<file path="config.mk">
export PLATFORM = sky130hd
export DESIGN_NAME = button_gesture_digit_counter
export DESIGN_NICKNAME = d
export VERILOG_FILES = /design/src/rtl/core/bgdc_pkg.sv /design/src/rtl/core/button_gesture_digit_counter.sv /design/src/rtl/core/bgdc_step.sv
export SDC_FILE = /design/constraint.sdc
export NUM_CORES = 1
export LEC_CHECK = 0
export BUFFER_PORTS_ARGS = -buffer_cell sky130_fd_sc_hd__buf_2
export CAP_MARGIN = 20
export CORE_UTILIZATION = 45
export CTS_CLUSTER_SIZE = 10
export DETAILED_ROUTE_END_ITERATION = 10
export SLEW_MARGIN = 20
export SYNTH_ARGS = -nofsm -noshare
export SYNTH_HDL_FRONTEND = slang
export SYNTH_SLANG_ARGS = --single-unit
</file>
<file path="constraint.sdc">
create_clock -name i_clk -period 10.2 [get_ports i_clk]
set_input_delay 1.53 -clock i_clk [delete_from_list [all_inputs] [get_ports i_clk]]
set_output_delay 1.53 -clock i_clk [all_outputs]
set_load 0.03 [all_outputs]
</file>
<file path="src/rtl/core/bgdc_pkg.sv">
`default_nettype none

package bgdc_pkg;

    localparam int unsigned TimeW     = 32;
    localparam int unsigned DigitW    = 4;
    localparam int unsigned SegW      = 7;
    localparam int unsigned GestW     = 3;
    localparam int unsigned DebW      = 10;
    localparam int unsigned DblW      = 13;
    localparam int unsigned LongW     = 14;
    localparam int unsigned RepW      = 13;
    localparam int unsigned InDataW   = 40;
    localparam int unsigned OutDataW  = 16;
    localparam int unsigned AddrW     = 5;
    localparam int unsigned ApbDataW  = 32;

    // register indexes (byte address is 4 * index)
    localparam logic [2:0] RegDebounce    = 3'd0;
    localparam logic [2:0] RegDoubleClick = 3'd1;
    localparam logic [2:0] RegLongPress   = 3'd2;
    localparam logic [2:0] RegRepeat      = 3'd3;
    localparam logic [2:0] RegCommonAnode = 3'd4;

    localparam logic [DebW-1:0]  DebounceRst    = 10'd25;
    localparam logic [DblW-1:0]  DoubleClickRst = 13'd350;
    localparam logic [LongW-1:0] LongPressRst   = 14'd800;
    localparam logic [RepW-1:0]  RepeatRst      = 13'd500;

    localparam logic [DigitW-1:0] DigitMax = 4'd9;

    typedef enum logic [GestW-1:0] {
        G_NONE   = 3'd0,
        G_SINGLE = 3'd1,
        G_DOUBLE = 3'd2,
        G_LONG   = 3'd3,
        G_REPEAT = 3'd4
    } t_gesture;

    typedef struct packed {
        logic [DebW-1:0]  deb_time;
        logic [DblW-1:0]  dbl_window;
        logic [LongW-1:0] hold_time;
        logic [RepW-1:0]  rep_period;
        logic             common_anode;
    } t_cfg;

    typedef struct packed {
        logic              filtered_level;
        logic              previous_raw;
        logic [TimeW-1:0]  raw_change_time;
        logic [TimeW-1:0]  press_start_time;
        logic              long_active;
        logic              double_candidate;
        logic [TimeW-1:0]  last_repeat_time;
        logic              click_pending;
        logic [TimeW-1:0]  pending_click_time;
        logic [DigitW-1:0] counter_value;
    } t_state;

    typedef struct packed {
        t_gesture          gesture;
        logic              debounced_level;
        logic [SegW-1:0]   segments;
        logic [DigitW-1:0] digit;
    } t_result;

    function automatic logic [SegW-1:0] seg_lookup(input logic [DigitW-1:0] d);
        logic [SegW-1:0] s;
        case (d)
            4'd0:    s = 7'h3F;
            4'd1:    s = 7'h06;
            4'd2:    s = 7'h5B;
            4'd3:    s = 7'h4F;
            4'd4:    s = 7'h66;
            4'd5:    s = 7'h6D;
            4'd6:    s = 7'h7D;
            4'd7:    s = 7'h07;
            4'd8:    s = 7'h7F;
            4'd9:    s = 7'h6F;
            default: s = 7'h3F;
        endcase
        return s;
    endfunction

    function automatic logic [DigitW-1:0] digit_up(input logic [DigitW-1:0] d);
        return (d >= DigitMax) ? '0 : d + 4'd1;
    endfunction

    function automatic logic [DigitW-1:0] digit_down(input logic [DigitW-1:0] d);
        return (d == '0) ? DigitMax : d - 4'd1;
    endfunction

endpackage

`default_nettype wire

</file>
<file path="src/rtl/core/button_gesture_digit_counter.sv">
// Button gesture digit counter: each input beat is one sample of an active-low
// button with its millisecond timestamp; each sample yields exactly one output
// beat with the digit 0-9, its seven-segment pattern, the debounced level and
// the gesture that fired. One sample is taken every clock cycle while the
// skid entry is empty: the whole state update is a single pass of
// subtract-and-compare logic into the state and result registers. A
// two-entry output buffer keeps the input side ready while one result waits.
// Configuration (APB, one register per word) should be written while idle.
`default_nettype none

module button_gesture_digit_counter (
    input  wire                              i_clk,
    input  wire                              i_rst_n,
    input  wire                              s_axis_tvalid,
    output logic                             s_axis_tready,
    // tdata: raw_level [0], now_ms [32:1], zero [39:33]
    input  wire  [bgdc_pkg::InDataW-1:0]     s_axis_tdata,
    output logic                             m_axis_tvalid,
    input  wire                              m_axis_tready,
    // tdata: digit [3:0], segments [10:4], debounced_level [11], gesture [14:12], zero [15]
    output logic [bgdc_pkg::OutDataW-1:0]    m_axis_tdata,
    input  wire                              psel,
    input  wire                              penable,
    input  wire                              pwrite,
    input  wire  [bgdc_pkg::AddrW-1:0]       paddr,
    input  wire  [bgdc_pkg::ApbDataW-1:0]    pwdata,
    output logic [bgdc_pkg::ApbDataW-1:0]    prdata,
    output logic                             pready
);

    bgdc_pkg::t_cfg    r_cfg;
    bgdc_pkg::t_state  r_state, n_state;
    bgdc_pkg::t_result n_result, r_out, r_skd;
    logic              r_out_vld, r_skd_vld;
    logic              in_beat, cfg_wr;
    logic [2:0]        reg_idx;

    assign pready  = 1'b1;
    assign reg_idx = paddr[4:2];
    assign cfg_wr  = psel && penable && pwrite && pready;

    always_ff @(posedge i_clk) begin
        if (!i_rst_n) begin
            r_cfg.deb_time     <= bgdc_pkg::DebounceRst;
            r_cfg.dbl_window   <= bgdc_pkg::DoubleClickRst;
            r_cfg.hold_time    <= bgdc_pkg::LongPressRst;
            r_cfg.rep_period   <= bgdc_pkg::RepeatRst;
            r_cfg.common_anode <= 1'b0;
        end else if (cfg_wr) begin
            case (reg_idx)
                bgdc_pkg::RegDebounce:    r_cfg.deb_time     <= pwdata[bgdc_pkg::DebW-1:0];
                bgdc_pkg::RegDoubleClick: r_cfg.dbl_window   <= pwdata[bgdc_pkg::DblW-1:0];
                bgdc_pkg::RegLongPress:   r_cfg.hold_time    <= pwdata[bgdc_pkg::LongW-1:0];
                bgdc_pkg::RegRepeat:      r_cfg.rep_period   <= pwdata[bgdc_pkg::RepW-1:0];
                bgdc_pkg::RegCommonAnode: r_cfg.common_anode <= pwdata[0];
                default: ;
            endcase
        end
    end

    always_comb begin
        prdata = '0;
        case (reg_idx)
            bgdc_pkg::RegDebounce:    prdata[bgdc_pkg::DebW-1:0]  = r_cfg.deb_time;
            bgdc_pkg::RegDoubleClick: prdata[bgdc_pkg::DblW-1:0]  = r_cfg.dbl_window;
            bgdc_pkg::RegLongPress:   prdata[bgdc_pkg::LongW-1:0] = r_cfg.hold_time;
            bgdc_pkg::RegRepeat:      prdata[bgdc_pkg::RepW-1:0]  = r_cfg.rep_period;
            bgdc_pkg::RegCommonAnode: prdata[0]                   = r_cfg.common_anode;
            default:                  prdata = '0;
        endcase
    end

    bgdc_step u_step (
        .i_cfg       (r_cfg),
        .i_state     (r_state),
        .i_raw_level (s_axis_tdata[0]),
        .i_now_ms    (s_axis_tdata[bgdc_pkg::TimeW:1]),
        .o_state     (n_state),
        .o_result    (n_result)
    );

    assign s_axis_tready = !r_skd_vld;
    assign in_beat       = s_axis_tvalid && s_axis_tready;

    always_ff @(posedge i_clk) begin
        if (!i_rst_n) begin
            r_state.filtered_level     <= 1'b1;
            r_state.previous_raw       <= 1'b1;
            r_state.raw_change_time    <= '0;
            r_state.press_start_time   <= '0;
            r_state.long_active        <= 1'b0;
            r_state.double_candidate   <= 1'b0;
            r_state.last_repeat_time   <= '0;
            r_state.click_pending      <= 1'b0;
            r_state.pending_click_time <= '0;
            r_state.counter_value      <= '0;
        end else if (in_beat) begin
            r_state <= n_state;
        end
    end

    // output register plus skid entry
    always_ff @(posedge i_clk) begin
        if (!i_rst_n) begin
            r_out_vld <= 1'b0;
            r_skd_vld <= 1'b0;
        end else if (r_skd_vld) begin
            if (m_axis_tready) begin
                r_out     <= r_skd;
                r_skd_vld <= 1'b0;
            end
        end else if (in_beat) begin
            if (!r_out_vld || m_axis_tready) begin
                r_out     <= n_result;
                r_out_vld <= 1'b1;
            end else begin
                r_skd     <= n_result;
                r_skd_vld <= 1'b1;
            end
        end else if (m_axis_tready) begin
            r_out_vld <= 1'b0;
        end
    end

    assign m_axis_tvalid = r_out_vld;
    assign m_axis_tdata  = {1'b0, r_out};

endmodule

`default_nettype wire

</file>
<file path="src/rtl/core/bgdc_step.sv">
`default_nettype none

module bgdc_step (
    input  var bgdc_pkg::t_cfg                     i_cfg,
    input  var bgdc_pkg::t_state                   i_state,
    input  wire                                    i_raw_level,
    input  wire  [bgdc_pkg::TimeW-1:0]             i_now_ms,
    output bgdc_pkg::t_state                       o_state,
    output bgdc_pkg::t_result                      o_result
);

    logic [bgdc_pkg::TimeW-1:0] d_deb, d_pend, d_press, d_rep;
    logic raw_chg, deb_ok, take, press, release_edge;
    logic dbl_in_window, click_set_now, long_ok, rep_ok, pend_ok;
    bgdc_pkg::t_state s;
    bgdc_pkg::t_gesture g;

    // all elapsed times against the old stamps, in parallel
    assign d_deb   = i_now_ms - i_state.raw_change_time;
    assign d_pend  = i_now_ms - i_state.pending_click_time;
    assign d_press = i_now_ms - i_state.press_start_time;
    assign d_rep   = i_now_ms - i_state.last_repeat_time;

    always_comb begin
        s = i_state;
        g = bgdc_pkg::G_NONE;

        raw_chg = (i_raw_level != i_state.previous_raw);
        if (raw_chg) begin
            s.previous_raw    = i_raw_level;
            s.raw_change_time = i_now_ms;
        end
        // a stamp taken this sample means zero elapsed time
        deb_ok = raw_chg ? (i_cfg.deb_time == '0)
                         : (d_deb >= {{(bgdc_pkg::TimeW-bgdc_pkg::DebW){1'b0}},
                                      i_cfg.deb_time});
        take         = (i_raw_level != i_state.filtered_level) && deb_ok;
        press        = take && !i_raw_level;
        release_edge = take && i_raw_level;
        if (take) begin
            s.filtered_level = i_raw_level;
        end

        dbl_in_window = (d_pend <= {{(bgdc_pkg::TimeW-bgdc_pkg::DblW){1'b0}},
                                    i_cfg.dbl_window});
        click_set_now = 1'b0;
        if (press) begin
            s.press_start_time = i_now_ms;
            s.long_active      = 1'b0;
            s.double_candidate = i_state.click_pending && dbl_in_window;
            s.click_pending    = 1'b0;
        end else if (release_edge) begin
            if (i_state.long_active) begin
                s.long_active = 1'b0;
            end else if (i_state.double_candidate) begin
                s.counter_value    = bgdc_pkg::digit_down(s.counter_value);
                g                  = bgdc_pkg::G_DOUBLE;
                s.double_candidate = 1'b0;
            end else begin
                s.click_pending      = 1'b1;
                s.pending_click_time = i_now_ms;
                click_set_now        = 1'b1;
            end
        end

        long_ok = press ? (i_cfg.hold_time == '0)
                        : (d_press >= {{(bgdc_pkg::TimeW-bgdc_pkg::LongW){1'b0}},
                                       i_cfg.hold_time});
        rep_ok  = (d_rep >= {{(bgdc_pkg::TimeW-bgdc_pkg::RepW){1'b0}}, i_cfg.rep_period});
        if (!s.filtered_level) begin
            if (!s.long_active && long_ok) begin
                s.long_active      = 1'b1;
                s.double_candidate = 1'b0;
                s.last_repeat_time = i_now_ms;
                s.counter_value    = bgdc_pkg::digit_up(s.counter_value);
                g                  = bgdc_pkg::G_LONG;
            end else if (s.long_active && rep_ok) begin
                s.last_repeat_time = i_now_ms;
                s.counter_value    = bgdc_pkg::digit_up(s.counter_value);
                g                  = bgdc_pkg::G_REPEAT;
            end
        end

        pend_ok = click_set_now ? (i_cfg.dbl_window == '0)
                                : (d_pend >= {{(bgdc_pkg::TimeW-bgdc_pkg::DblW){1'b0}},
                                              i_cfg.dbl_window});
        if (s.click_pending && pend_ok) begin
            s.click_pending = 1'b0;
            s.counter_value = bgdc_pkg::digit_up(s.counter_value);
            g               = bgdc_pkg::G_SINGLE;
        end

        o_state                  = s;
        o_result.gesture         = g;
        o_result.debounced_level = s.filtered_level;
        o_result.digit           = s.counter_value;
        o_result.segments        = i_cfg.common_anode ? ~bgdc_pkg::seg_lookup(s.counter_value)
                                                      : bgdc_pkg::seg_lookup(s.counter_value);
    end

endmodule

`default_nettype wire

</file>
==> flow_summary_export.csv <==
group,metric,value,unit
route,num_vias,17900,
grt,grt_pass1_vias,16800,
floorplan,start_util,45.7,%
power,p_switching,0.971,mW
route,first_pass_iters,6,
sta,hold_viol_final,0,
floorplan,die_h,206,um
clock_tree,clkSlewWorstSetupHoldPaths,60,ps
power,switching_share,34.4,%
sta,rsz0062_at_grt,"false",
sta,fin_tns_setup,0,ps
yosys,synth_xor_area_share,3.76,%
worst_setup_path,crit_fanout,9,
floorplan,ios,135,
outcome,run_status,"finished, final reports clean",
yosys,synth_top_family_by_area,"compound AO/OA/AOI/OAI gates",
sta,finalCriticalPeriod,9520,ps
clock_tree,clk_latency,590,ps
power,clkPwrFrac,36.7,%
placement,port_buffers,87,
yosys,ys_seq_elements,220,
yosys,yosysTopAreaCell,"dfxtp_1",
yosys,avgSynthCellArea,7.44,um^2
yosys,synth_edf_count,30,
yosys,synthArstFlopShare,0,%
route,initialDrtViolationCount,1234,
yosys,ys_seq_area_share,25.2,%
worst_setup_path,end_kind,"flop",
placement,dp_cells,3054,
worst_setup_path,critical_path_class,"input pin to flop",
route,via_per_inst,5.77,
power,internal_power,1.85,mW
route,drt-wirelength-per-cell,18.8,um
sta,tightest_slew,984,ps
clock_tree,htree_levels,1,
power,p_per_area,138,mW/mm^2
power,p_seq_share,33.2,%
worst_setup_path,worst_ep_required_time,10530,ps
placement,place_congestion,0.889,
worst_setup_path,max_stage_delay,570,ps
sta,finClkSkew,18.7,ps
grt,grt_remaining_overflow,0,
layout,nFillCells,4126,
job,maxCapViolCount,0,
sta,slew_headroom,34.4,%
route,ant_nets,0,
yosys,synth_mux_area_share,5.22,%
power,p_comb_share,30.1,%
route,drc,0,
floorplan,die_area,0.0422,mm^2
floorplan,core-area,0.0408,mm^2
yosys,synth_compound_area_share,22.9,%
route,detail_route.wirelength,58.4,mm
grt,grt_max_degree,88,
sta,period_share,93.3,%
clock_tree,cts_sinks,220,
worst_setup_path,crit_top_cell,"ha_1",
worst_setup_path,worstPathArrival,9860,ps
clock_tree,root_buffer,"clkbuf_16",
yosys,synth_adder_area_share,12.8,%
sta,setup_viol,0,
power,leakage,7.80,nW
worst_setup_path,cp-start-kind,"input pin",
worst_setup_path,critical-path-slowest-cell,"or4_4",
floorplan,num_rows,74,
power,ir_worst_vdd,0.115,mV
grt,grt.total_usage,27.4,%
yosys,synth_top_area_share,20.4,%
placement,place_hpwl,45.0,mm
yosys,yosys.area_share.simple,22.5,%
clock_tree,postCtsSetupRepairBufs,0,
grt,grt_pass1_wl,91.2,mm
yosys,ys_types,89,
yosys,yosys_warnings,0,
clock_tree,cts_buffer_depth,3,
layout,syn_to_final_growth,10.1,%
clock_tree,cts_tree,"done",
grt,antenna_found_initial,1,
hold_path,hold_class,"flop to flop",
clock_tree,cts_buffers,29,
hold_path,whs_path_depth,2,
sta,slew_violations,0,
sta,max_freq,105,MHz
layout,final_layout_size_suffix_gt1_share,8.63,%
yosys,synth_area,0.0186,mm^2
layout,layout.cells.non_filler,3106,
yosys,yosys-top-cells-area,"dfxtp_1, ha_1, nand2_1, a21oi_1, edfxtp_1",
floorplan,die_w,206,um
yosys,synth_flop_cell,"dfxtp_1",
layout,nets,2825,
yosys,postSynthCellCount,2504,
worst_setup_path,reg2regPathDepth,33,
## synthesized netlist by cell type (6+ instances only)
cell / instances
a2111oi_0: 10
nand2_1: 431
xnor2_1: 44
and3_1: 22
nand3b_1: 6
mux2_2: 14
and4_1: 12
a22oi_1: 7
o221ai_1: 6
nor3_1: 30
a31oi_1: 11
ha_1: 184
a211o_1: 7
a211oi_1: 31
a221oi_1: 8
edfxtp_1: 30
o21bai_1: 14
or3_1: 16
dfxtp_1: 190
and2_1: 21
inv_1: 220
nor4_1: 18
o21ai_1: 10
o31ai_1: 11
o22ai_1: 7
nand3_1: 48
or2_2: 8
o2111ai_1: 8
a21oi_1: 275
mux4_2: 10
nand4_1: 39
xor2_1: 36
a21o_1: 35
clkbuf_1: 98
buf_4: 21
nor2b_1: 36
nor2_1: 167
nand2b_1: 24
o21a_1: 31
o211ai_1: 47
mux2i_1: 59
o21ai_0: 98
## cell type report
cell class	count	area [um^2]	share of cell area, %
sequential	220	4700	22.9
inverter	221	832	4.06
antenna	1	2.50	0.0122
clock inverter	7	103	0.500
timing repair buffer	126	728	3.55
multi-input combinational	1955	12600	61.6
tap	532	666	3.24
clock buffer	44	842	4.10
## per-layer routing
layer	global-route usage [%]	vias to the layer above	wire length (um)	part of all wire (%)
li1	-	8913	-	-
met1	37.9	8531	27400	47
met2	45.2	415	27000	46
met3	2.99	64	2760	4.7
met4	7.04	0	1180	2.0
met5	0	-	0	0
## path summary, 6_finish.rpt
path | startpoint | endpoint | slack [ps]
setup / recovery | s_axis_tdata[1] | m_axis_tdata[5] | 680
hold / removal | r_state[6] | r_state[6] | 450
setup reg to reg | r_state[103] | m_axis_tdata[5] | 1510
hold reg to reg | r_state[6] | r_state[6] | 450
## sequential cells by signal, summed over array words and instances, names as in the netlist
name and flops:
r_skd 15, r_skd_vld 1, m_axis_tdata 15, r_state 137
m_axis_tvalid 1, r_cfg 51
## stage by stage
stage               total power, mW  utilization [%]  instance area [um^2]  setup WS [ps]  hold slack [ps]
finish                         2.82             50.3                 20500            679              452
CTS                            2.83             50.2                 20500            674              454
floorplan                      1.57                -                 18700           1050              436
global placement               1.78             47.9                 19600            230              442
global route                   2.97             50.3                 20500           52.6              467
detailed placement             1.79             47.9                 19600           83.4              447
## cells by family (layout without fill, tap and decap cells)
kind of cell | count (synthesis) | count (layout)
xor+xnor | 80 | 80
mux | 83 | 83
flops | 220 | 220
simple gates | 907 | 907
buf+inv | 347 | 398
other cells | 2 | 21
compound gates | 677 | 677
fa+ha+maj | 188 | 188
## placed cells by master, fill, tap and decap left out, types with 22 or more instances in the layout
cell type  Yosys  layout
buf_2          2      87
o211ai_1      47      47
xor2_1        36      35
mux2i_1       59      59
and3_1        22      22
ha_1         184     184
nor3_1        30      28
a21oi_1      275     275
o21a_1        31      31
a21o_1        35      35
a211oi_1      31      30
buf_4         21      39
xnor2_1       44      44
edfxtp_1      30      30
nor2_1       167     167
nor2b_1       36      36
o21ai_0       98      98
inv_1        220     220
nand2b_1      24      24
nand2_1      431     431
clkbuf_16      0      29
nand3_1       48      48
nand4_1       39      39
dfxtp_1      190     190
## power groups by stage
stage	registers [mW]	logic, mW	clock network, mW
after floorplan	0.958	0.613	0
after global placement	0.954	0.829	0
after detailed placement	0.955	0.839	0
after CTS	0.937	0.844	1.05
after global routing	0.941	0.945	1.09
final	0.937	0.851	1.04
## what timing repair did
action / in CTS / in global routing
gates resized for setup: 0 / 1
hold buffers: 0 / 0
endpoints found under the setup margin: 0 / 1
## critical path: cells and delay by family
| family | cells | cell delay (ps) |
|---|---|---|
| AO/OA/AOI/OAI | 8 | 1410 |
| multiplexers | 3 | 990 |
| AND/OR/NAND/NOR | 12 | 3380 |
| buffers and inverters | 4 | 500 |
| adder cells (fa/ha/maj) | 6 | 1710 |
| XOR/XNOR | 2 | 300 |
(Power assumes the default switching activity.)
